File: config.mk
export PLATFORM = sky130hd
export DESIGN_NAME = dpl_front
export DESIGN_NICKNAME = d
export VERILOG_FILES = /design/src/sv/dpl_pkg.sv /design/src/sv/dpl_front.sv
export SDC_FILE = /design/constraint.sdc
export NUM_CORES = 1
export LEC_CHECK = 0
export ABC_CLOCK_PERIOD_IN_PS = 18800
export BUFFER_PORTS_ARGS = -buffer_cell sky130_fd_sc_hd__buf_2
export CORE_MARGIN = 10
export CORE_UTILIZATION = 50
export CTS_CLUSTER_DIAMETER = 80
export DETAILED_ROUTE_END_ITERATION = 10
export GPL_ROUTABILITY_DRIVEN = 0
export GPL_TIMING_DRIVEN = 0
export PLACE_DENSITY = 0.78
export SLEW_MARGIN = 20
export SYNTH_ARGS = -nofsm -noshare
export SYNTH_HDL_FRONTEND = slang
export SYNTH_SLANG_ARGS = --single-unit
File: constraint.sdc
create_clock -name clk -period 18.8 [get_ports clk]
set_input_delay 4.7 -clock clk [delete_from_list [all_inputs] [get_ports clk]]
set_output_delay 4.7 -clock clk [all_outputs]
set_load 0.05 [all_outputs]
File: src/sv/dpl_pkg.sv
package dpl_pkg;

  // Field widths.
  localparam int TS_WIDTH     = 36;
  localparam int PRICE_WIDTH  = 40;
  localparam int LEVEL_WIDTH  = 48;
  localparam int OFFSET_WIDTH = 18;
  localparam int METHOD_WIDTH = 2;
  localparam int DAY_WIDTH    = 21;
  localparam int NUM_LEVELS   = 7;

  // Level formula codes.
  localparam logic [METHOD_WIDTH-1:0] METHOD_STANDARD  = 2'd0;
  localparam logic [METHOD_WIDTH-1:0] METHOD_FIBONACCI = 2'd1;
  localparam logic [METHOD_WIDTH-1:0] METHOD_CAMARILLA = 2'd2;

  // Positions of the levels.
  localparam int LVL_P  = 0;
  localparam int LVL_R1 = 1;
  localparam int LVL_R2 = 2;
  localparam int LVL_R3 = 3;
  localparam int LVL_S1 = 4;
  localparam int LVL_S2 = 5;
  localparam int LVL_S3 = 6;

  // Day number: 86400 = 128 * 675. The shifted value is biased so that it is never
  // negative, then divided by 675 with a reciprocal that is exact below 2**31.
  localparam int DAY_SUM_W       = TS_WIDTH + 2;
  localparam int DAY_SHIFT       = 7;
  localparam int DAY_Y_W         = DAY_SUM_W - DAY_SHIFT;
  localparam int DAY_ODD         = 675;
  localparam int DAY_BIAS_DAYS   = 4;
  localparam logic [DAY_Y_W-1:0] DAY_BIAS = DAY_Y_W'(DAY_BIAS_DAYS * DAY_ODD);
  localparam int DAY_RECIP_W     = 32;
  localparam logic [DAY_RECIP_W-1:0] DAY_RECIP = 32'd3257812231;
  localparam int DAY_RECIP_SHIFT = 41;
  localparam int DAY_PROD_W      = DAY_Y_W + DAY_RECIP_W;

  // Pivot: floor((H + L + C) / 3) through a reciprocal split into four partial products.
  localparam int SUM_WIDTH    = PRICE_WIDTH + 2;
  localparam int DIV3_SHIFT   = SUM_WIDTH + 2;
  localparam int DIV3_RECIP_W = SUM_WIDTH + 1;
  localparam logic [DIV3_RECIP_W-1:0] DIV3_RECIP =
    DIV3_RECIP_W'(((64'd1 << DIV3_SHIFT) + 64'd2) / 64'd3);
  localparam int DIV_LO_W     = SUM_WIDTH / 2;
  localparam int DIV_PP_W     = (SUM_WIDTH - DIV_LO_W) + (DIV3_RECIP_W - DIV_LO_W);
  localparam int DIV_PROD_W   = SUM_WIDTH + DIV3_RECIP_W;

  // Q1.16 factors of the Fibonacci and Camarilla levels.
  localparam int FACTOR_W    = 17;
  localparam int FACTOR_FRAC = 16;
  typedef logic [2:0][FACTOR_W-1:0] factor_set_t;
  localparam factor_set_t FIB_FACTOR = {17'd65536, 17'd40501, 17'd25035};
  localparam factor_set_t CAM_FACTOR = {17'd18022, 17'd12015, 17'd6007};

  localparam int RANGE_W     = PRICE_WIDTH + 1;
  localparam int TERM_PROD_W = RANGE_W + FACTOR_W + 1;
  localparam int TERM_W      = TERM_PROD_W - FACTOR_FRAC;
  localparam int LV_W        = LEVEL_WIDTH + 2;

  typedef logic [LEVEL_WIDTH-1:0] level_t;

  typedef struct packed {
    logic [TS_WIDTH-1:0]    timestamp;
    logic [PRICE_WIDTH-1:0] high_price;
    logic [PRICE_WIDTH-1:0] low_price;
    logic [PRICE_WIDTH-1:0] close_price;
  } candle_t;

  typedef struct packed {
    logic                          levels_valid;
    logic signed [LEVEL_WIDTH-1:0] pivot_level;
    logic signed [LEVEL_WIDTH-1:0] resist_one;
    logic signed [LEVEL_WIDTH-1:0] resist_two;
    logic signed [LEVEL_WIDTH-1:0] resist_three;
    logic signed [LEVEL_WIDTH-1:0] support_one;
    logic signed [LEVEL_WIDTH-1:0] support_two;
    logic signed [LEVEL_WIDTH-1:0] support_three;
  } pivot_t;

  // One classified candle: form is set when it opens a new day after a finished one,
  // and then the prices are that finished day's high, low and close.
  typedef struct packed {
    logic                   form;
    logic [PRICE_WIDTH-1:0] day_high;
    logic [PRICE_WIDTH-1:0] day_low;
    logic [PRICE_WIDTH-1:0] day_close;
  } qentry_t;

endpackage

File: src/sv/dpl_front.sv
module dpl_front import dpl_pkg::*; (
  input  logic                           clk,
  input  logic                           rst,
  input  logic signed [OFFSET_WIDTH-1:0] session_offset,
  input  logic                           candle_valid,
  output logic                           candle_stall,
  input  candle_t                        candle,
  input  logic                           q_full,
  output logic                           q_push,
  output qentry_t                        q_data
);

  logic                   f1_valid;
  logic [DAY_Y_W-1:0]     f1_yb;
  candle_t                f1_candle;
  logic                   f2_valid;
  logic [DAY_WIDTH-1:0]   f2_day;
  candle_t                f2_candle;
  logic                   f1_ready;
  logic                   f2_ready;
  logic [DAY_SUM_W-1:0]   shifted_sum;
  logic [DAY_Y_W-1:0]     yb_next;
  logic [DAY_PROD_W-1:0]  day_prod;
  logic [DAY_WIDTH-1:0]   day_next;

  logic                   have_day;
  logic [DAY_WIDTH-1:0]   current_day;
  logic [PRICE_WIDTH-1:0] day_high;
  logic [PRICE_WIDTH-1:0] day_low;
  logic [PRICE_WIDTH-1:0] day_close;
  logic                   same_day;

  assign f2_ready     = !f2_valid || !q_full;
  assign f1_ready     = !f1_valid || f2_ready;
  assign candle_stall = !f1_ready;
  assign q_push       = f2_valid && !q_full;

  always_comb begin
    shifted_sum = {2'b00, candle.timestamp}
                + {{(DAY_SUM_W-OFFSET_WIDTH){session_offset[OFFSET_WIDTH-1]}}, session_offset};
    yb_next     = shifted_sum[DAY_SUM_W-1:DAY_SHIFT] + DAY_BIAS;
    day_prod    = DAY_PROD_W'(f1_yb) * DAY_PROD_W'(DAY_RECIP);
    day_next    = DAY_WIDTH'(day_prod[DAY_PROD_W-1:DAY_RECIP_SHIFT])
                - DAY_WIDTH'(DAY_BIAS_DAYS);
  end

  always_ff @(posedge clk) begin
    if (rst) begin
      f1_valid <= 1'b0;
      f2_valid <= 1'b0;
    end else begin
      if (f1_ready) f1_valid <= candle_valid;
      if (f2_ready) f2_valid <= f1_valid;
    end
  end

  always_ff @(posedge clk) begin
    if (f1_ready && candle_valid) begin
      f1_yb     <= yb_next;
      f1_candle <= candle;
    end
    if (f2_ready && f1_valid) begin
      f2_day    <= day_next;
      f2_candle <= f1_candle;
    end
  end

  // Classification happens as the candle enters the queue, so the running day state
  // is always up to date for the next candle.
  always_comb begin
    same_day         = have_day && (f2_day == current_day);
    q_data.form      = have_day && !same_day;
    q_data.day_high  = day_high;
    q_data.day_low   = day_low;
    q_data.day_close = day_close;
  end

  always_ff @(posedge clk) begin
    if (rst) begin
      have_day <= 1'b0;
    end else if (q_push) begin
      have_day <= 1'b1;
    end
  end

  always_ff @(posedge clk) begin
    if (q_push) begin
      day_close <= f2_candle.close_price;
      if (same_day) begin
        if (f2_candle.high_price > day_high) day_high <= f2_candle.high_price;
        if (f2_candle.low_price < day_low) day_low <= f2_candle.low_price;
      end else begin
        current_day <= f2_day;
        day_high    <= f2_candle.high_price;
        day_low     <= f2_candle.low_price;
      end
    end
  end

endmodule

======== Word level (Yosys, flattened, before mapping) ========
Index checks and enable logic that the tools add are counted.
W data, S select, Z words.
word-level totals
  input port bits ......................... 178
  output and inout bits ................... 123
  register bits ........................... 436
  word-level logic and storage cells ...... 44
operators by class
  equal/unequal tests ..................... 3
  muxes and demuxes ....................... 4
  bitwise operators ....................... 1
  multiply operators ...................... 1
  add/sub/neg operators ................... 3
  reduce and logical (&&, ||, !) cells .... 15
  order comparisons ....................... 2
operator list
  kind                      number
  $mux W40                  4
  $mul A31 B32 Y62 const B  1
  $gt A40 B40 Y1            1
  $lt A40 B40 Y1            1
  $add A37 B18 Y38          1
  $add A31 B12 Y31 const B  1
  $eq A21 B21 Y1            1
  $sub A21 B3 Y21 const B   1
  $reduce_and A2 Y1         3
  $logic_and A1 B1 Y1       5
  $logic_not A1 Y1          5
  $ne A2 B1 Y1 const B      2
  $logic_or A1 B1 Y1        2
  $not A1 Y1                1

======== Depth between registers and ports, before layout ========
  depth in word-level cells ............... 4
  gate-level depth with buffers ........... 31
  gate-level depth less buffers ........... 30

======== Least setup slack after synthesis ========
OpenSTA, ideal clock, no wires.
  kind .................................... input -> register
  from .................................... in q_full
  to ...................................... reg f2_candle[0] in the netlist's numbering, enable pin
  data required time ...................... 17.945 ns
  arrival ................................. 14.884 ns
  setup time .............................. 0.855 ns
  stages on the path ...................... 1
  setup slack ............................. 3.061 ns
  buffers on the path ..................... 0
  path through ............................ a21boi_0
on the way
  cells in the longest elaborated chain, start to end .. 3
RTL lines
  item                  RTL line         RTL
  start, declared       dpl_front.sv:8   input logic q_full,
  $logic_not A1 Y1      dpl_front.sv:33  assign f2_ready = !f2_valid || !q_full;
  $logic_or A1 B1 Y1    dpl_front.sv:33
  $logic_and A1 B1 Y1   dpl_front.sv:62  if (f2_ready && f1_valid) begin
  end signal, assigned  dpl_front.sv:64  f2_candle <= f1_candle;
  end, declared         dpl_front.sv:18  candle_t f2_candle;
Every way passes these cells.
A chain may end at the register's enable or synchronous reset.

======== Worst setup path in the final report ========
  from .................................... in q_full
  to ...................................... out q_push
on the way
  cells in the longest elaborated chain, start to end .. 2
RTL lines
  item                 RTL line         RTL
  $logic_not A1 Y1     dpl_front.sv:36  assign q_push = f2_valid && !q_full;
  $logic_and A1 B1 Y1  dpl_front.sv:36
  end, declared        dpl_front.sv:9   output logic q_push,
Every way passes these cells.

==> results.json <==
{
  "status": "completed",
  "synth-seq-cells": 436,
  "cts_buffers": 43,
  "cts_resized": 0,
  "crit_arrival_ns": 5.91,
  "yosysUniqueCellTypes": 82,
  "dieArea_um2": 76500,
  "clock.fmax_ghz": 0.0943,
  "syn2layout_area_growth_pct": 13.9,
  "wl_met2_um": 38800,
  "grt_pass1_vias": 22627,
  "antenna_found_initial": 12,
  "cts.clk_slew.worst_paths_ns": 0.06,
  "clkLatencyLatePin_ns": 0.58,
  "dr.first_iter.drc_count": 1467,
  "synth_top_flop_cell": "edfxtp_1",
  "dpl-instance-area_um2": 36000,
  "drc": 0,
  "met3_length_um": 5300,
  "clockRootBuffer": "clkbuf_16",
  "yosysSeqAreaShare": 0.397,
  "syn_inst": 2713,
  "synth-edff-count": 433,
  "drive_gt1_frac": 0.137,
  "grt_pass1_wl_um": 125000,
  "cp-start-kind": "primary input",
  "chipWidth_um": 277,
  "via_count": 21704,
  "core_um2": 65500,
  "ys_warn_count": 0,
  "cts_tree": "built",
  "synthArstFlopShare": 0,
  "dr.max_layer_used": "met5",
  "viasPerCell": 5.45,
  "required_ns": 14.10,
  "final_cell_mix": "inv_1, ha_1, edfxtp_1",
  "hold_viol": 0,
  "fp.dieH_um": 277,
  "cts_max_path_buffers": 3,
  "skew_ns": 0.0227,
  "path_max_fanout": 35,
  "crit_path_end_kind": "output port",
  "met1Wirelength_um": 32200,
  "portBuffers": 300,
  "cts.sinks": 436,
  "grt_max_degree": 36,
  "pin_count": 301,
  "grt_overflow": 0,
  "synth_fp_nets": 3687,
  "h-tree-depth": 2,
  "crit_type": "in -> out",
  "avgSynthCellArea_um2": 12.1,
  "hold_class": "reg -> reg",
  "layout.nets": 4049,
  "rsz0062_at_grt": "no",
  "wl_per_cell_um": 20.0,
  "setup_viol": 0,
  "worst_pin_slew_ns": 0.923,
  "wl_um": 79700,
  "synth_area_um2": 32900,
  "post-cts-setup-buffers": 0,
  "cts_hold_buffers": 0,
  "maxCapViolations": 0,
  "start_util": 0.503,
  "slew_headroom": 0.378,
  "ant_nets": 0,
  "num_rows": 94,
  "mostFrequentLayoutCell": "inv_1",
  "fin_crit_sh": 0.564,
  "finalInstanceArea_um2": 37500,
  "drt-pass1-iter-count": 7,
  "grtUsageTotal": 0.205,
  "hpwl_um": 65100,
  "drv_slew": 0,
  "min_period_ns": 10.61
}
==> synthesized netlist by cell type (45+ instances only) <==
| library cell | n | area share |
|---|---|---|
| xor2_1 | 46 | 0.012 |
| nand4_1 | 51 | 0.0097 |
| a21oi_1 | 129 | 0.020 |
| nand2_1 | 92 | 0.010 |
| o21ai_0 | 45 | 0.0068 |
| xnor2_1 | 50 | 0.013 |
| a21o_1 | 63 | 0.014 |
| edfxtp_1 | 433 | 0.39 |
| fa_1 | 273 | 0.17 |
| ha_1 | 523 | 0.20 |
| nor2_1 | 80 | 0.0091 |
| inv_1 | 538 | 0.061 |
==> through the flow <==
step | utilization | setup TNS, ns | std cells | setup WS, ns | hold WS (ns)
finish | 0.573 | 0 | 3982 | 8.19 | 0.410
CTS | 0.572 | 0 | 3972 | 8.19 | 0.411
detailed placement | 0.550 | 0 | 3894 | 8.23 | 0.405
floorplan | - | 0 | 2713 | 3.06 | 0.400
global placement | 0.542 | -287.92 | 3877 | -2.05 | 0.400
global route | 0.573 | 0 | 3978 | 8.13 | 0.419
==> cell type report <==
class | instances | area, um2
Tap cell | 864 | 1080
Sequential cell | 436 | 13100
Timing Repair Buffer | 317 | 1950
Clock buffer | 48 | 1090
Antenna cell | 10 | 25.0
Buffer | 23 | 128
Inverter | 540 | 2030
Fill cell | 5159 | 28000
Clock inverter | 30 | 394
Multi-Input combinational cell | 1714 | 17800
==> final timing paths <==
path / startpoint / endpoint / slack (ns) / depth (start not counted)
worst max-delay path: q_full / q_push / 8.19 / 5
worst min-delay path: f1_candle[7] / f2_candle[7] / 0.41 / 0
worst max register to register: f1_yb[16] / f2_day[20] / 9.75 / 24
worst min register to register: f1_candle[7] / f2_candle[7] / 0.41 / 0
==> metal layers <==
metal,vias to the layer above,global-route usage
met5,-,0
met4,8,0.0826
met3,188,0.0377
met2,803,0.350
met1,10545,0.254
li1,10160,-
==> cell families after synthesis <==
family          count (synthesis)  synth area share
xor+xnor                       96            0.0255
simple gates                  419            0.0674
fa+ha+maj                     796             0.365
buf+inv                       563            0.0654
flops                         436             0.397
compound gates                395            0.0780
mux                             8           0.00258
==> state kept, by name, indices dropped and copies added, names as in the netlist <==
| name | count |
|---|---|
| f1_yb | 31 |
| f2_day | 21 |
| f1_valid | 1 |
| have_day | 1 |
| f2_valid | 1 |
| day_low | 40 |
| f2_candle | 120 |
| f1_candle | 120 |
| day_close | 40 |
| current_day | 21 |
| day_high | 40 |
==> critical path, cell delays in order <==
cell      delay (ns)
buf_2           0.14
nand2b_1        0.22
inv_2           0.23
buf_12          0.26
buf_2           0.33
Power is left out: the tool's default activity adds up to more than one toggle a clock period on the data nets, which glitch-free logic cannot reach.
