## src/sv/dpl_pkg.sv

```systemverilog
package dpl_pkg;

  // Field widths.
  localparam int TS_WIDTH     = 36;
  localparam int PRICE_WIDTH  = 40;
  localparam int LEVEL_WIDTH  = 48;
  localparam int OFFSET_WIDTH = 18;
  localparam int METHOD_WIDTH = 2;
  localparam int DAY_WIDTH    = 21;
  localparam int NUM_LEVELS   = 7;

  // Level formula codes.
  localparam logic [METHOD_WIDTH-1:0] METHOD_STANDARD  = 2'd0;
  localparam logic [METHOD_WIDTH-1:0] METHOD_FIBONACCI = 2'd1;
  localparam logic [METHOD_WIDTH-1:0] METHOD_CAMARILLA = 2'd2;

  // Positions of the levels.
  localparam int LVL_P  = 0;
  localparam int LVL_R1 = 1;
  localparam int LVL_R2 = 2;
  localparam int LVL_R3 = 3;
  localparam int LVL_S1 = 4;
  localparam int LVL_S2 = 5;
  localparam int LVL_S3 = 6;

  // Day number: 86400 = 128 * 675. The shifted value is biased so that it is never
  // negative, then divided by 675 with a reciprocal that is exact below 2**31.
  localparam int DAY_SUM_W       = TS_WIDTH + 2;
  localparam int DAY_SHIFT       = 7;
  localparam int DAY_Y_W         = DAY_SUM_W - DAY_SHIFT;
  localparam int DAY_ODD         = 675;
  localparam int DAY_BIAS_DAYS   = 4;
  localparam logic [DAY_Y_W-1:0] DAY_BIAS = DAY_Y_W'(DAY_BIAS_DAYS * DAY_ODD);
  localparam int DAY_RECIP_W     = 32;
  localparam logic [DAY_RECIP_W-1:0] DAY_RECIP = 32'd3257812231;
  localparam int DAY_RECIP_SHIFT = 41;
  localparam int DAY_PROD_W      = DAY_Y_W + DAY_RECIP_W;

  // Pivot: floor((H + L + C) / 3) through a reciprocal split into four partial products.
  localparam int SUM_WIDTH    = PRICE_WIDTH + 2;
  localparam int DIV3_SHIFT   = SUM_WIDTH + 2;
  localparam int DIV3_RECIP_W = SUM_WIDTH + 1;
  localparam logic [DIV3_RECIP_W-1:0] DIV3_RECIP =
    DIV3_RECIP_W'(((64'd1 << DIV3_SHIFT) + 64'd2) / 64'd3);
  localparam int DIV_LO_W     = SUM_WIDTH / 2;
  localparam int DIV_PP_W     = (SUM_WIDTH - DIV_LO_W) + (DIV3_RECIP_W - DIV_LO_W);
  localparam int DIV_PROD_W   = SUM_WIDTH + DIV3_RECIP_W;

  // Q1.16 factors of the Fibonacci and Camarilla levels.
  localparam int FACTOR_W    = 17;
  localparam int FACTOR_FRAC = 16;
  typedef logic [2:0][FACTOR_W-1:0] factor_set_t;
  localparam factor_set_t FIB_FACTOR = {17'd65536, 17'd40501, 17'd25035};
  localparam factor_set_t CAM_FACTOR = {17'd18022, 17'd12015, 17'd6007};

  localparam int RANGE_W     = PRICE_WIDTH + 1;
  localparam int TERM_PROD_W = RANGE_W + FACTOR_W + 1;
  localparam int TERM_W      = TERM_PROD_W - FACTOR_FRAC;
  localparam int LV_W        = LEVEL_WIDTH + 2;

  typedef logic [LEVEL_WIDTH-1:0] level_t;

  typedef struct packed {
    logic [TS_WIDTH-1:0]    timestamp;
    logic [PRICE_WIDTH-1:0] high_price;
    logic [PRICE_WIDTH-1:0] low_price;
    logic [PRICE_WIDTH-1:0] close_price;
  } candle_t;

  typedef struct packed {
    logic                          levels_valid;
    logic signed [LEVEL_WIDTH-1:0] pivot_level;
    logic signed [LEVEL_WIDTH-1:0] resist_one;
    logic signed [LEVEL_WIDTH-1:0] resist_two;
    logic signed [LEVEL_WIDTH-1:0] resist_three;
    logic signed [LEVEL_WIDTH-1:0] support_one;
    logic signed [LEVEL_WIDTH-1:0] support_two;
    logic signed [LEVEL_WIDTH-1:0] support_three;
  } pivot_t;

  // One classified candle: form is set when it opens a new day after a finished one,
  // and then the prices are that finished day's high, low and close.
  typedef struct packed {
    logic                   form;
    logic [PRICE_WIDTH-1:0] day_high;
    logic [PRICE_WIDTH-1:0] day_low;
    logic [PRICE_WIDTH-1:0] day_close;
  } qentry_t;

endpackage

```

## src/sv/dpl_fifo.sv

```systemverilog
module dpl_fifo import dpl_pkg::*; #(
  parameter int DEPTH = 4
) (
  input  logic    clk,
  input  logic    rst,
  input  logic    push,
  input  qentry_t push_data,
  output logic    full,
  input  logic    pop,
  output logic    pop_valid,
  output qentry_t pop_data
);

  localparam int PTR_W = (DEPTH > 1) ? $clog2(DEPTH) : 1;
  localparam int CNT_W = $clog2(DEPTH + 1);

  qentry_t          entries [DEPTH];
  logic [PTR_W-1:0] wr_ptr;
  logic [PTR_W-1:0] rd_ptr;
  logic [CNT_W-1:0] count;

  assign full      = (count == CNT_W'(DEPTH));
  assign pop_valid = (count != '0);
  assign pop_data  = entries[rd_ptr];

  always_ff @(posedge clk) begin
    if (push) entries[wr_ptr] <= push_data;
  end

  always_ff @(posedge clk) begin
    if (rst) begin
      wr_ptr <= '0;
      rd_ptr <= '0;
      count  <= '0;
    end else begin
      if (push) wr_ptr <= (wr_ptr == PTR_W'(DEPTH - 1)) ? '0 : wr_ptr + 1'b1;
      if (pop) rd_ptr <= (rd_ptr == PTR_W'(DEPTH - 1)) ? '0 : rd_ptr + 1'b1;
      if (push && !pop) begin
        count <= count + 1'b1;
      end else if (pop && !push) begin
        count <= count - 1'b1;
      end
    end
  end

endmodule

```

## config.mk

```make
export PLATFORM = sky130hd
export DESIGN_NAME = dpl_fifo
export DESIGN_NICKNAME = d
export VERILOG_FILES = /design/src/sv/dpl_pkg.sv /design/src/sv/dpl_fifo.sv
export SDC_FILE = /design/constraint.sdc
export NUM_CORES = 1
export LEC_CHECK = 0
export BUFFER_PORTS_ARGS = -buffer_cell sky130_fd_sc_hd__buf_4
export CORE_MARGIN = 1
export CORE_UTILIZATION = 50
export CTS_CLUSTER_DIAMETER = 40
export DETAILED_ROUTE_END_ITERATION = 8
export GPL_ROUTABILITY_DRIVEN = 0
export PLACE_DENSITY_LB_ADDON = 0.12
export SLEW_MARGIN = 15
export SYNTH_ARGS = -nofsm -noshare
export SYNTH_HDL_FRONTEND = slang
export SYNTH_SLANG_ARGS = --single-unit
```

## constraint.sdc

```tcl
create_clock -name clk -period 10.46 [get_ports clk]
set_input_delay 0.523 -clock clk [delete_from_list [all_inputs] [get_ports clk]]
set_output_delay 0.523 -clock clk [all_outputs]
set_load 0.02 [all_outputs]
```

Word-level counts from Yosys, hierarchy flattened:

Memory sizes are Yosys's and may differ from the RTL's. A register that Yosys moved wholly into a read port is not among the register bits.
Cells that the tools add are included.

* output and inout bits: 123
* flip-flop bits (word level): 7
* memories kept: 1
* RAM bits: 484
* input bits: 125
* logic and storage cells: 25

Memories
* entries: depth 4, width 121, read ports 1, clocked after Yosys merged registers in 1, write ports 1, RTL line dpl_fifo.sv:17 `qentry_t entries [DEPTH];`

* muxes and demuxes: 8
* equality and inequality tests: 3
* add/sub/neg operators: 4
* reduce and logical (&&, ||, !) cells: 6

Operators by type and width (number)
* two-way mux 2 bit: 4
* two-way mux 3 bit: 2
* adder 2 x 1 -> 2 bit, second input constant: 2
* equality test 2 bit, second input constant: 2
* adder 3 x 1 -> 3 bit, second input constant: 1
* equality test 3 bit, second input constant: 1
* nonzero test 3 bit: 1
* subtractor 3 x 1 -> 3 bit, second input constant: 1
* logical AND 1 bit: 2
* zero test 1 bit: 2
* two-way mux 1 bit: 2
* nonzero test 2 bit: 1

Logic depth before layout (Yosys ltp):

Gate-level depths: netlist (run 1).

* depth after elaboration: 4
* mapped depth: 7

Least setup slack after synthesis (run 1):

No wires, ideal clock.

* path type: register to register
* start point: register wr_ptr[0]
* end point: memory entries[3][0] (netlist name), enable pin
* data arrival time: 3.325 ns
* period minus slack after synthesis: 3.818 ns
* buffers on the path: 0
* cell stages (with the launch flop): 3
* path slack: 6.642 ns
* data required time: 9.966 ns
* cells stage by stage: dfxtp_1 -> ha_1 -> and2_1

RTL lines
* start: declaration: RTL line dpl_fifo.sv:18 `logic [PTR_W-1:0] wr_ptr;`
* start signal: assignment: RTL line dpl_fifo.sv:36 `if (push) wr_ptr <= (wr_ptr == PTR_W'(DEPTH - 1)) ? '0 : wr_ptr + 1'b1;`
* end: declaration: RTL line dpl_fifo.sv:17

No word-level cell before the write port.

==> flow_metrics.env, run 1 <==
export IMPL_outcome="finished, final reports clean"
export IMPL_cts_hold_buf=0
export IMPL_synth_seq_cells=493
export IMPL_syn_to_final_growth_pct=22.2
export IMPL_timing_final_ws_setup_ns=6.70
export IMPL_fin_cells=1462
export IMPL_layout_drive_gt1_share_pct=46.8
export IMPL_power_per_cell_area_nw_per_um2=210
export IMPL_die_area_um2=36800
export IMPL_syn_avg_cell_area_um2=26.6
export IMPL_final_area_um2=22000
export IMPL_vias=8043
export IMPL_period_share_pct=36.0
export IMPL_wl_um=34100
export IMPL_wl_per_cell_um=23.3
export IMPL_cts_path_max_buffers=3
export IMPL_antenna_found_initial=2
export IMPL_required_ns=9.94
export IMPL_ctsHtreeMaxLevel=2
export IMPL_arrival_ns=3.24
export IMPL_initial_core_util_pct=50.7
export IMPL_fin_util_pct=62.0
export IMPL_synth_warnings=0
export IMPL_remaining_drc_errors=0
export IMPL_dp_slack_ns=7.18
export IMPL_via_per_inst=5.50
export IMPL_fin_crit_ns=3.76
export IMPL_drtIter0Drc=524
export IMPL_synth_cell_types=20
export IMPL_port_buffers=247
export IMPL_worstHoldPathCells=1
export IMPL_worstSetupEndpointType="output pin"
export IMPL_layout_commonest_cell="edfxtp_1"
export IMPL_power_mw=4.62
export IMPL_post_cts_repair_setup_buffers=0
export IMPL_coreArea_um2=35500
export IMPL_critPathMaxFanout=48
export IMPL_yosysSeqAreaShare_pct=81.8
export IMPL_cts_buffers=55
export IMPL_clock_skew_final_ns=0.0219
export IMPL_max_cap_violations=0
export IMPL_dp_cells=1364
export IMPL_cts_tree="done"
export IMPL_grt_util_all_layers_pct=18.9
export IMPL_cts_repair_resized=0
export IMPL_syn_inst=676
export IMPL_die_w_um=192
export IMPL_path_class="reg -> out"
export IMPL_antennaDiodeCount=0
export IMPL_dpl_instance_area_um2=20200
export IMPL_root_buffer="clkbuf_16"
export IMPL_setup_viol=0
export IMPL_grt_pass1_wl_um=50700
export IMPL_syn_area_um2=18000
export IMPL_gr_total_overflow=0
export IMPL_maxSlewViolCount=0
export IMPL_rr_worst_depth=3
export IMPL_n_fill_cell=2406
export IMPL_most_common_layout_cells="edfxtp_1 (484), buf_4 (254), mux4_2 (121), clkbuf_16 (57), clkinv_2 (10)"
export IMPL_min_path_type="in -> reg"
export IMPL_ant_nets=0
export IMPL_core_rowCount=69
export IMPL_setup_tns_ns=0
export IMPL_clk_pin_slew_ns=0.06
export IMPL_start_kind="flip-flop"
export IMPL_grt_max_degree=71
export IMPL_cts_sinks=493
export IMPL_dp_final_hpwl_um=19900
export IMPL_hold_ws_ns=0.141
export IMPL_syn_nets=808
export IMPL_grt_pass1_vias=8674
export IMPL_ios=248
export IMPL_final_hold_viol_count=0
export IMPL_max_freq_mhz=266
export IMPL_die_h_um=192
export IMPL_ir_drop_uv=150
export IMPL_rsz0062_at_grt="no"
export IMPL_clk_latency_ns=0.58
export IMPL_p_leak_nw=7.42
export IMPL_worstMarginPinSlew_ns=1.09
export IMPL_relSlewSlack_pct=27.5
export IMPL_fin_nets=1092
export IMPL_drt_pre_antenna_iters=4
Yosys cell counts:
cell type,count,area (um2)
o21ai_0,1,5.00
edfxtp_1,484,14500
ha_1,6,75.1
mux2i_1,4,40.0
mux4_2,121,2730
inv_1,4,15.0
buf_2,9,45.0
buf_6,1,11.3
and2_1,4,25.0
buf_1,3,11.3
nor3b_1,2,15.0
clkbuf_1,1,3.75
xor2_1,2,17.5
buf_12,10,200
dfxtp_1,9,180
or3_1,2,12.5
buf_4,3,22.5
nor2_1,7,26.3
fa_1,1,20.0
a21oi_1,2,10.0
worst max-delay path, stage by stage (launching register included):
cell     delay (ns)
dfxtp_4        1.02
buf_4          0.77
mux4_2         0.64
buf_4          0.18
metal layers:
layer	vias to the layer above	track usage (%)	routed length (um)
met5	-	0	28
met3	59	5.54	2740
li1	3498	-	-
met2	249	31.3	17200
met4	4	6.99	872
met1	4233	23.5	13200
registers in the layout (all words and copies together) (netlist names), named ones only:
name	cells
entries	484
count	3
rd_ptr	2
wr_ptr	2
layout make-up:
| type | count | area [um2] | area share [%] |
|---|---|---|---|
| flip-flops and latches | 493 | 14700 | 66.9 |
| multi-input cells | 152 | 2980 | 13.6 |
| repair buffers | 254 | 1910 | 8.67 |
| clock buffers | 65 | 1460 | 6.62 |
| well taps | 461 | 577 | 2.62 |
| clock inverters | 33 | 338 | 1.54 |
| inverters | 4 | 15.0 | 0.0683 |
final timing paths:
path	from	to	slack, ns
worst max-delay path	flip-flop	pop_data[33]	6.70
worst max register to register	wr_ptr[0]	entries[3][110]	7.73
worst min-delay path	push_data[106]	entries[2][106]	0.14
worst min register to register	rd_ptr[0]	flip-flop	0.55
power breakdown:
group | internal [mW] | switching (mW)
combinational | 0.205 | 0.240
sequential | 2.27 | 0.0344
clock | 1.12 | 0.748
total | 3.59 | 1.02
cells by family after synthesis:
| kind of cell | after synthesis | synth area share, % |
|---|---|---|
| AOI/OAI and AO/OA | 3 | 0.0834 |
| xor gates and xnor gates | 2 | 0.0974 |
| adders and majority gates | 7 | 0.528 |
| DFF | 493 | 81.8 |
| muxes | 125 | 15.4 |
| and+or+nand+nor | 15 | 0.438 |
| buffers and inverters | 31 | 1.72 |
Note: power is estimated with default switching activity, not from simulation.
==> run 2, diff against run 1 <==
- ABC_AREA: not set -> 1
- clock period: 10.46 -> 3.85 ns (I/O delays scaled with it)
==> run 2 against run 1 <==
The run now ends with DRC left. Wire length grew 17%. Non-clock buffer count is 134 higher. Global-route usage grew 2.4 points. Critical path type unchanged. Critical endpoint is now pop_data[119].
==> flow_metrics.env, run 2 <==
export IMPL_syn_avg_cell_area_um2=14.9
export IMPL_synthArstFlopShare_pct=0
export IMPL_worstMarginPinSlew_ns=0.859
export IMPL_worstSetupEndpointType="output pin"
export IMPL_drtIter0Drc=614
export IMPL_wl_per_cell_um=18.8
export IMPL_core_rowCount=69
export IMPL_fin_crit_ns=2.97
export IMPL_via_per_inst=5.38
export IMPL_hp_start="push_data[33]"
export IMPL_vias=11364
export IMPL_crit_path_top_delay_cell="inv_6"
export IMPL_ant_nets=0
export IMPL_n_fill_cell=2535
export IMPL_die_h_um=194
export IMPL_synth_commonest_cells="edfxtp_1 (484), nor2_1 (251), o21ai_0 (215)"
export IMPL_synth_most_common_cell="edfxtp_1"
export IMPL_yosys_area_top_type="edfxtp_1"
export IMPL_crit_chain="inv_6 > buf_4 > o21ai_0 > o22ai_1 > buf_4"
export IMPL_synth_seq_cells=493
export IMPL_clk_pin_slew_ns=0.06
export IMPL_ctsHtreeMaxLevel=2
export IMPL_layout_commonest_cell="edfxtp_1"
export IMPL_power_per_cell_area_nw_per_um2=562
export IMPL_critPathMaxFanout=105
export IMPL_antenna_found_initial=4
export IMPL_largest_register_ffs=484
export IMPL_syn_inst=1230
export IMPL_ir_drop_uv=423
export IMPL_syn_area_um2=18300
export IMPL_cp_slowest_stage_delay_ns=0.64
export IMPL_max_freq_mhz=337
export IMPL_post_cts_repair_setup_buffers=0
export IMPL_outcome="complete, but fails checks"
export IMPL_setup_tns_ns=0
export IMPL_cts_buffers=59
export IMPL_yosysTopAreaCellShare_pct=79.3
export IMPL_grt_max_degree=119
export IMPL_grt_pass1_vias=11266
export IMPL_setup_viol=0
export IMPL_dp_final_hpwl_um=21300
export IMPL_synth_warnings=0
export IMPL_syn_to_final_growth_pct=30.2
export IMPL_cts_path_max_buffers=3
export IMPL_clk_latency_ns=0.59
export IMPL_dp_cells=1875
export IMPL_gr_total_overflow=0
export IMPL_arrival_ns=2.77
export IMPL_cts_tree="done"
export IMPL_wl_um=39700
export IMPL_ios=248
export IMPL_most_common_layout_cells="edfxtp_1 (484), buf_4 (255), nor2_1 (251), o21ai_0 (215), dlygate4sd3_1 (125)"
export IMPL_start_kind="flip-flop"
export IMPL_maxSlewViolCount=0
export IMPL_yosys_top_cells_area="edfxtp_1 (79%), o21ai_0 (5.9%), nor2_1 (5.1%), o22ai_1 (4.1%), dfxtp_1 (0.98%)"
export IMPL_grt_pass1_wl_um=62000
export IMPL_clock_skew_final_ns=0.0112
export IMPL_r2r_start="wr_ptr[1]"
export IMPL_yosysSeqAreaShare_pct=80.2
export IMPL_initial_core_util_pct=51.2
export IMPL_p_leak_nw=8.48
export IMPL_syn_nets=1362
export IMPL_synth_edf_count=484
export IMPL_required_ns=3.66
export IMPL_max_cap_violations=0
export IMPL_crit_buf_inv=3
export IMPL_min_path_type="in -> reg"
export IMPL_violations="DRC"
export IMPL_relSlewSlack_pct=42.7
export IMPL_fin_nets=1732
export IMPL_cts_sinks=493
export IMPL_grt_util_all_layers_pct=21.3
export IMPL_die_w_um=194
export IMPL_regMostFlops="entries"
export IMPL_coreArea_um2=35800
export IMPL_drt_pre_antenna_iters=7
export IMPL_final_hold_viol_count=0
export IMPL_synth_ff_type="edfxtp_1"
export IMPL_root_buffer="clkbuf_16"
export IMPL_cp_common_cell="buf_4"
export IMPL_cpLargestDelayFamily="buffers and inverters"
export IMPL_cts_repair_resized=0
export IMPL_largestRegisters="entries: 484 flops, count: 3 flops"
export IMPL_dpl_instance_area_um2=20600
export IMPL_fin_cells=2112
export IMPL_rsz0062_at_grt="no"
export IMPL_remaining_drc_errors=13
export IMPL_seq_area_um2=14700
export IMPL_period_share_pct=77.1
export IMPL_die_area_um2=37400
export IMPL_multi_input_area_um2=3100
export IMPL_final_area_um2=23900
export IMPL_path_class="reg -> out"
export IMPL_synth_cell_types=22
export IMPL_layout_drive_gt1_share_pct=22.2
export IMPL_port_buffers=247
## run 2: worst reg2reg max path, stage by stage, from the launching register on
cell and delay, ns:
dfxtp_1 0.33, inv_1 0.10, ha_1 0.15, nand2_1 0.11
inv_6 0.59, buf_4 0.43
## run 2: final cells by class
type                            count  area share [%]
Antenna cell                        2          0.0210
Clock inverter                     41            2.21
Timing Repair Buffer              388            13.9
Clock buffer                       69            6.38
Tap cell                          461            2.42
Multi-Input combinational cell    642            13.0
Inverter                           16           0.367
Sequential cell                   493            61.7
## run 2: stage by stage
stage | power, mW | setup WS, ns | utilization [%] | hold WS, ns
final | 13.4 | 0.884 | 66.6 | 0.341
after global routing | 13.9 | 0.663 | 66.6 | 0.316
after CTS | 13.5 | 0.824 | 66.6 | 0.307
after detailed placement | 7.74 | 1.46 | 57.4 | 0.394
after global placement | 7.72 | 1.50 | 57.4 | 0.392
after floorplan | 7.09 | 0.453 | - | 0.265
## run 2: kinds of logic (layout without fill, tap and decap cells)
kind of cell,Yosys count,in the layout,synth area share (%)
AO/OA/AOI/OAI,369,369,10.9
adder cells (fa/ha/maj),7,7,0.519
XOR/XNOR,1,1,0.0478
AND/OR/NAND/NOR,265,265,5.47
buffers and inverters,95,514,2.82
other,0,2,0
flip-flops,493,493,80.2
## run 2: what timing repair did
action,4_1_cts,5_1_grt
hold buffers,125,0
setup endpoints to repair,0,0
hold endpoints to repair,493,0
## run 2: worst paths after layout
check	slack (ns)	cells after the start	end
worst max-delay path	0.88	5	pop_data[119]
worst min-delay path	0.34	2	entries[1][33]
worst max register to register	1.83	5	entries[0][112]
worst min register to register	0.53	2	flip-flop
## run 2: report_power, final
group / switching [mW] / leakage, nW / internal, mW
Combinational: 0.918 / 2.96 / 0.590
Clock: 2.12 / 0.998 / 3.59
Sequential: 0.0750 / 4.52 / 6.14
## run 2: routing by layer
metal | vias to the layer above | global-route usage [%] | part of all wire [%]
li1 | 5403 | - | -
met3 | 57 | 5.82 | 6.9
met5 | - | 0 | 0.055
met2 | 308 | 34.5 | 48
met1 | 5592 | 28.3 | 43
met4 | 4 | 6.16 | 1.8
==> run 3, diff against run 2 <==
- ABC_AREA: 1 -> 0
- clock period: 3.85 -> 2.8 ns (I/O delays scaled with it)
==> run 3 against run 2 <==
The run now ends clean. Sequential cell count is the same. Cell count is 24% lower. Global-route usage is 1.8 points lower. Power is 32% higher. Sequential power up 38%. Largest cell class unchanged. First-iteration DRC count down 34%. Register-to-register slack lost 0.85 ns. Sequential share of layout area increased by 0.72 points. Utilization shrank 0.13 points.
==> flow_metrics.env, run 3 (synthesized netlist as in run 1, its figures left out) <==
export IMPL_outcome="finished, final reports clean"
export IMPL_via_per_inst=5.31
export IMPL_regMostFlops="entries"
export IMPL_antenna_found_initial=1
export IMPL_dp_slack_ns=0.838
export IMPL_vias=8542
export IMPL_worstMarginPinSlew_ns=0.622
export IMPL_largest_register_ffs=484
export IMPL_critPathMaxFanout=41
export IMPL_pwr_share_seq_pct=48.3
export IMPL_die_w_um=192
export IMPL_grt_pass1_vias=9241
export IMPL_initial_core_util_pct=50.7
export IMPL_setup_viol=0
export IMPL_drtIter0Drc=403
export IMPL_p_leak_nw=8.09
export IMPL_worstSetupEndpointType="output pin"
export IMPL_root_buffer="clkbuf_16"
export IMPL_pwr_share_clk_pct=41.0
export IMPL_syn_to_final_growth_pct=31.1
export IMPL_largestRegisters="entries: 484 flops, count: 3 flops"
export IMPL_fin_nets=1231
export IMPL_fin_crit_ns=2.48
export IMPL_required_ns=2.66
export IMPL_grt_max_degree=57
export IMPL_setup_tns_ns=0
export IMPL_ctsHtreeMaxLevel=2
export IMPL_clock_skew_final_ns=0.0134
export IMPL_dp_final_hpwl_um=20600
export IMPL_remaining_drc_errors=0
export IMPL_cts_path_max_buffers=3
export IMPL_relSlewSlack_pct=58.5
export IMPL_core_rowCount=69
export IMPL_wl_per_cell_um=21.7
export IMPL_p_sw_mw=3.92
export IMPL_layout_commonest_cell="edfxtp_1"
export IMPL_start_kind="flip-flop"
export IMPL_ios=248
export IMPL_maxSlewViolCount=0
export IMPL_min_path_type="in -> reg"
export IMPL_multi_input_area_um2=2980
export IMPL_cts_sinks=493
export IMPL_die_area_um2=36800
export IMPL_final_hold_viol_count=0
export IMPL_arrival_ns=2.34
export IMPL_cts_buffers=57
export IMPL_n_fill_cell=2311
export IMPL_drt_pre_antenna_iters=4
export IMPL_gr_total_overflow=0
export IMPL_power_per_cell_area_nw_per_um2=751
export IMPL_clk_latency_ns=0.58
export IMPL_combinationalPowerShare_pct=10.6
export IMPL_layout_drive_gt1_share_pct=42.2
export IMPL_rsz0062_at_grt="no"
export IMPL_seq_area_um2=14700
export IMPL_grt_util_all_layers_pct=19.5
export IMPL_port_buffers=247
export IMPL_clk_pin_slew_ns=0.06
export IMPL_most_common_layout_cells="edfxtp_1 (484), buf_4 (254), dlygate4sd3_1 (125), mux4_2 (121), clkbuf_16 (59)"
export IMPL_die_h_um=192
export IMPL_dp_cells=1376
export IMPL_path_class="reg -> out"
export IMPL_max_freq_mhz=404
export IMPL_timing_final_ws_setup_ns=0.325
export IMPL_ir_drop_uv=614
export IMPL_ant_nets=0
export IMPL_grt_pass1_wl_um=52700
export IMPL_intPower_mw=13.8
export IMPL_cts_tree="done"
export IMPL_wl_um=35000
export IMPL_fin_cells=1609
export IMPL_swShare_pct=22.1
export IMPL_coreArea_um2=35500
export IMPL_max_cap_violations=0
export IMPL_post_cts_repair_setup_buffers=0
export IMPL_period_share_pct=88.4
==> run 3: changes by cell type in the layout (fill, tap and decap cells not counted), sizes merged, moves of 4 or more <==
cell    previous run  this run
nor2             251         7
o21ai            245         1
mux4               0       121
o22ai            121         0
inv               24         9
nand2              9         0
bufinv            11         6
clkinv            18        23
and2               0         4
mux2i              0         4
==> run 3: area by class of cell <==
cell class	instances	area share, %
Multi-Input combinational cell	152	12.6
Inverter	4	0.0636
Antenna cell	1	0.0106
Timing Repair Buffer	391	14.4
Sequential cell	493	62.4
Clock inverter	41	1.69
Tap cell	461	2.44
Clock buffer	66	6.37
==> run 3: per-stage QoR <==
stage                     hold slack, ns  area [um2]  power [mW]  util (%)
after detailed placement           0.343       20400        10.5      57.6
final                              0.301       23600        17.7      66.5
after CTS                          0.256       23600        17.9      66.5
after global placement             0.338       20400        10.4      57.6
after global routing               0.267       23600        18.3      66.5
after floorplan                    0.209       18000        9.69         -
==> run 3: critical path, cell delays in order (launching register included) <==
cell	delay, ns
dfxtp_4	0.57
buf_12	0.35
mux4_2	0.59
buf_4	0.18
==> run 3: power by group through the flow <==
stage,sequential [mW],clock [mW],combinational (mW)
floorplan,8.68,0,1.01
global placement,8.70,0,1.72
detailed placement,8.72,0,1.76
CTS,8.57,7.42,1.92
global route,8.59,7.73,2.01
finish,8.56,7.27,1.88
==> run 3: routing by layer <==
metal / global-route usage [%] / vias to the layer above / share of wire (%)
li1: - / 3783 / -
met1: 24.4 / 4455 / 40
met2: 33.3 / 256 / 52
met3: 5.46 / 48 / 6.9
met4: 5.13 / 0 / 1.5
met5: 0 / - / 0
==> run 3: what timing repair did <==
item                      in CTS  in global routing
hold buffers                 125                  0
gates resized for setup        0                  0
hold endpoints to repair     493                  0
==> run 3: path summary, 6_finish.rpt <==
| kind | from | end | slack [ns] | cells past startpoint |
|---|---|---|---|---|
| setup / recovery | flip-flop | pop_data[3] | 0.32 | 3 |
| hold / removal | push_data[81] | entries[0][81] | 0.30 | 2 |
| setup reg to reg | wr_ptr[0] | entries[2][95] | 0.98 | 4 |
| hold reg to reg | count[2] | count[2] | 0.52 | 2 |
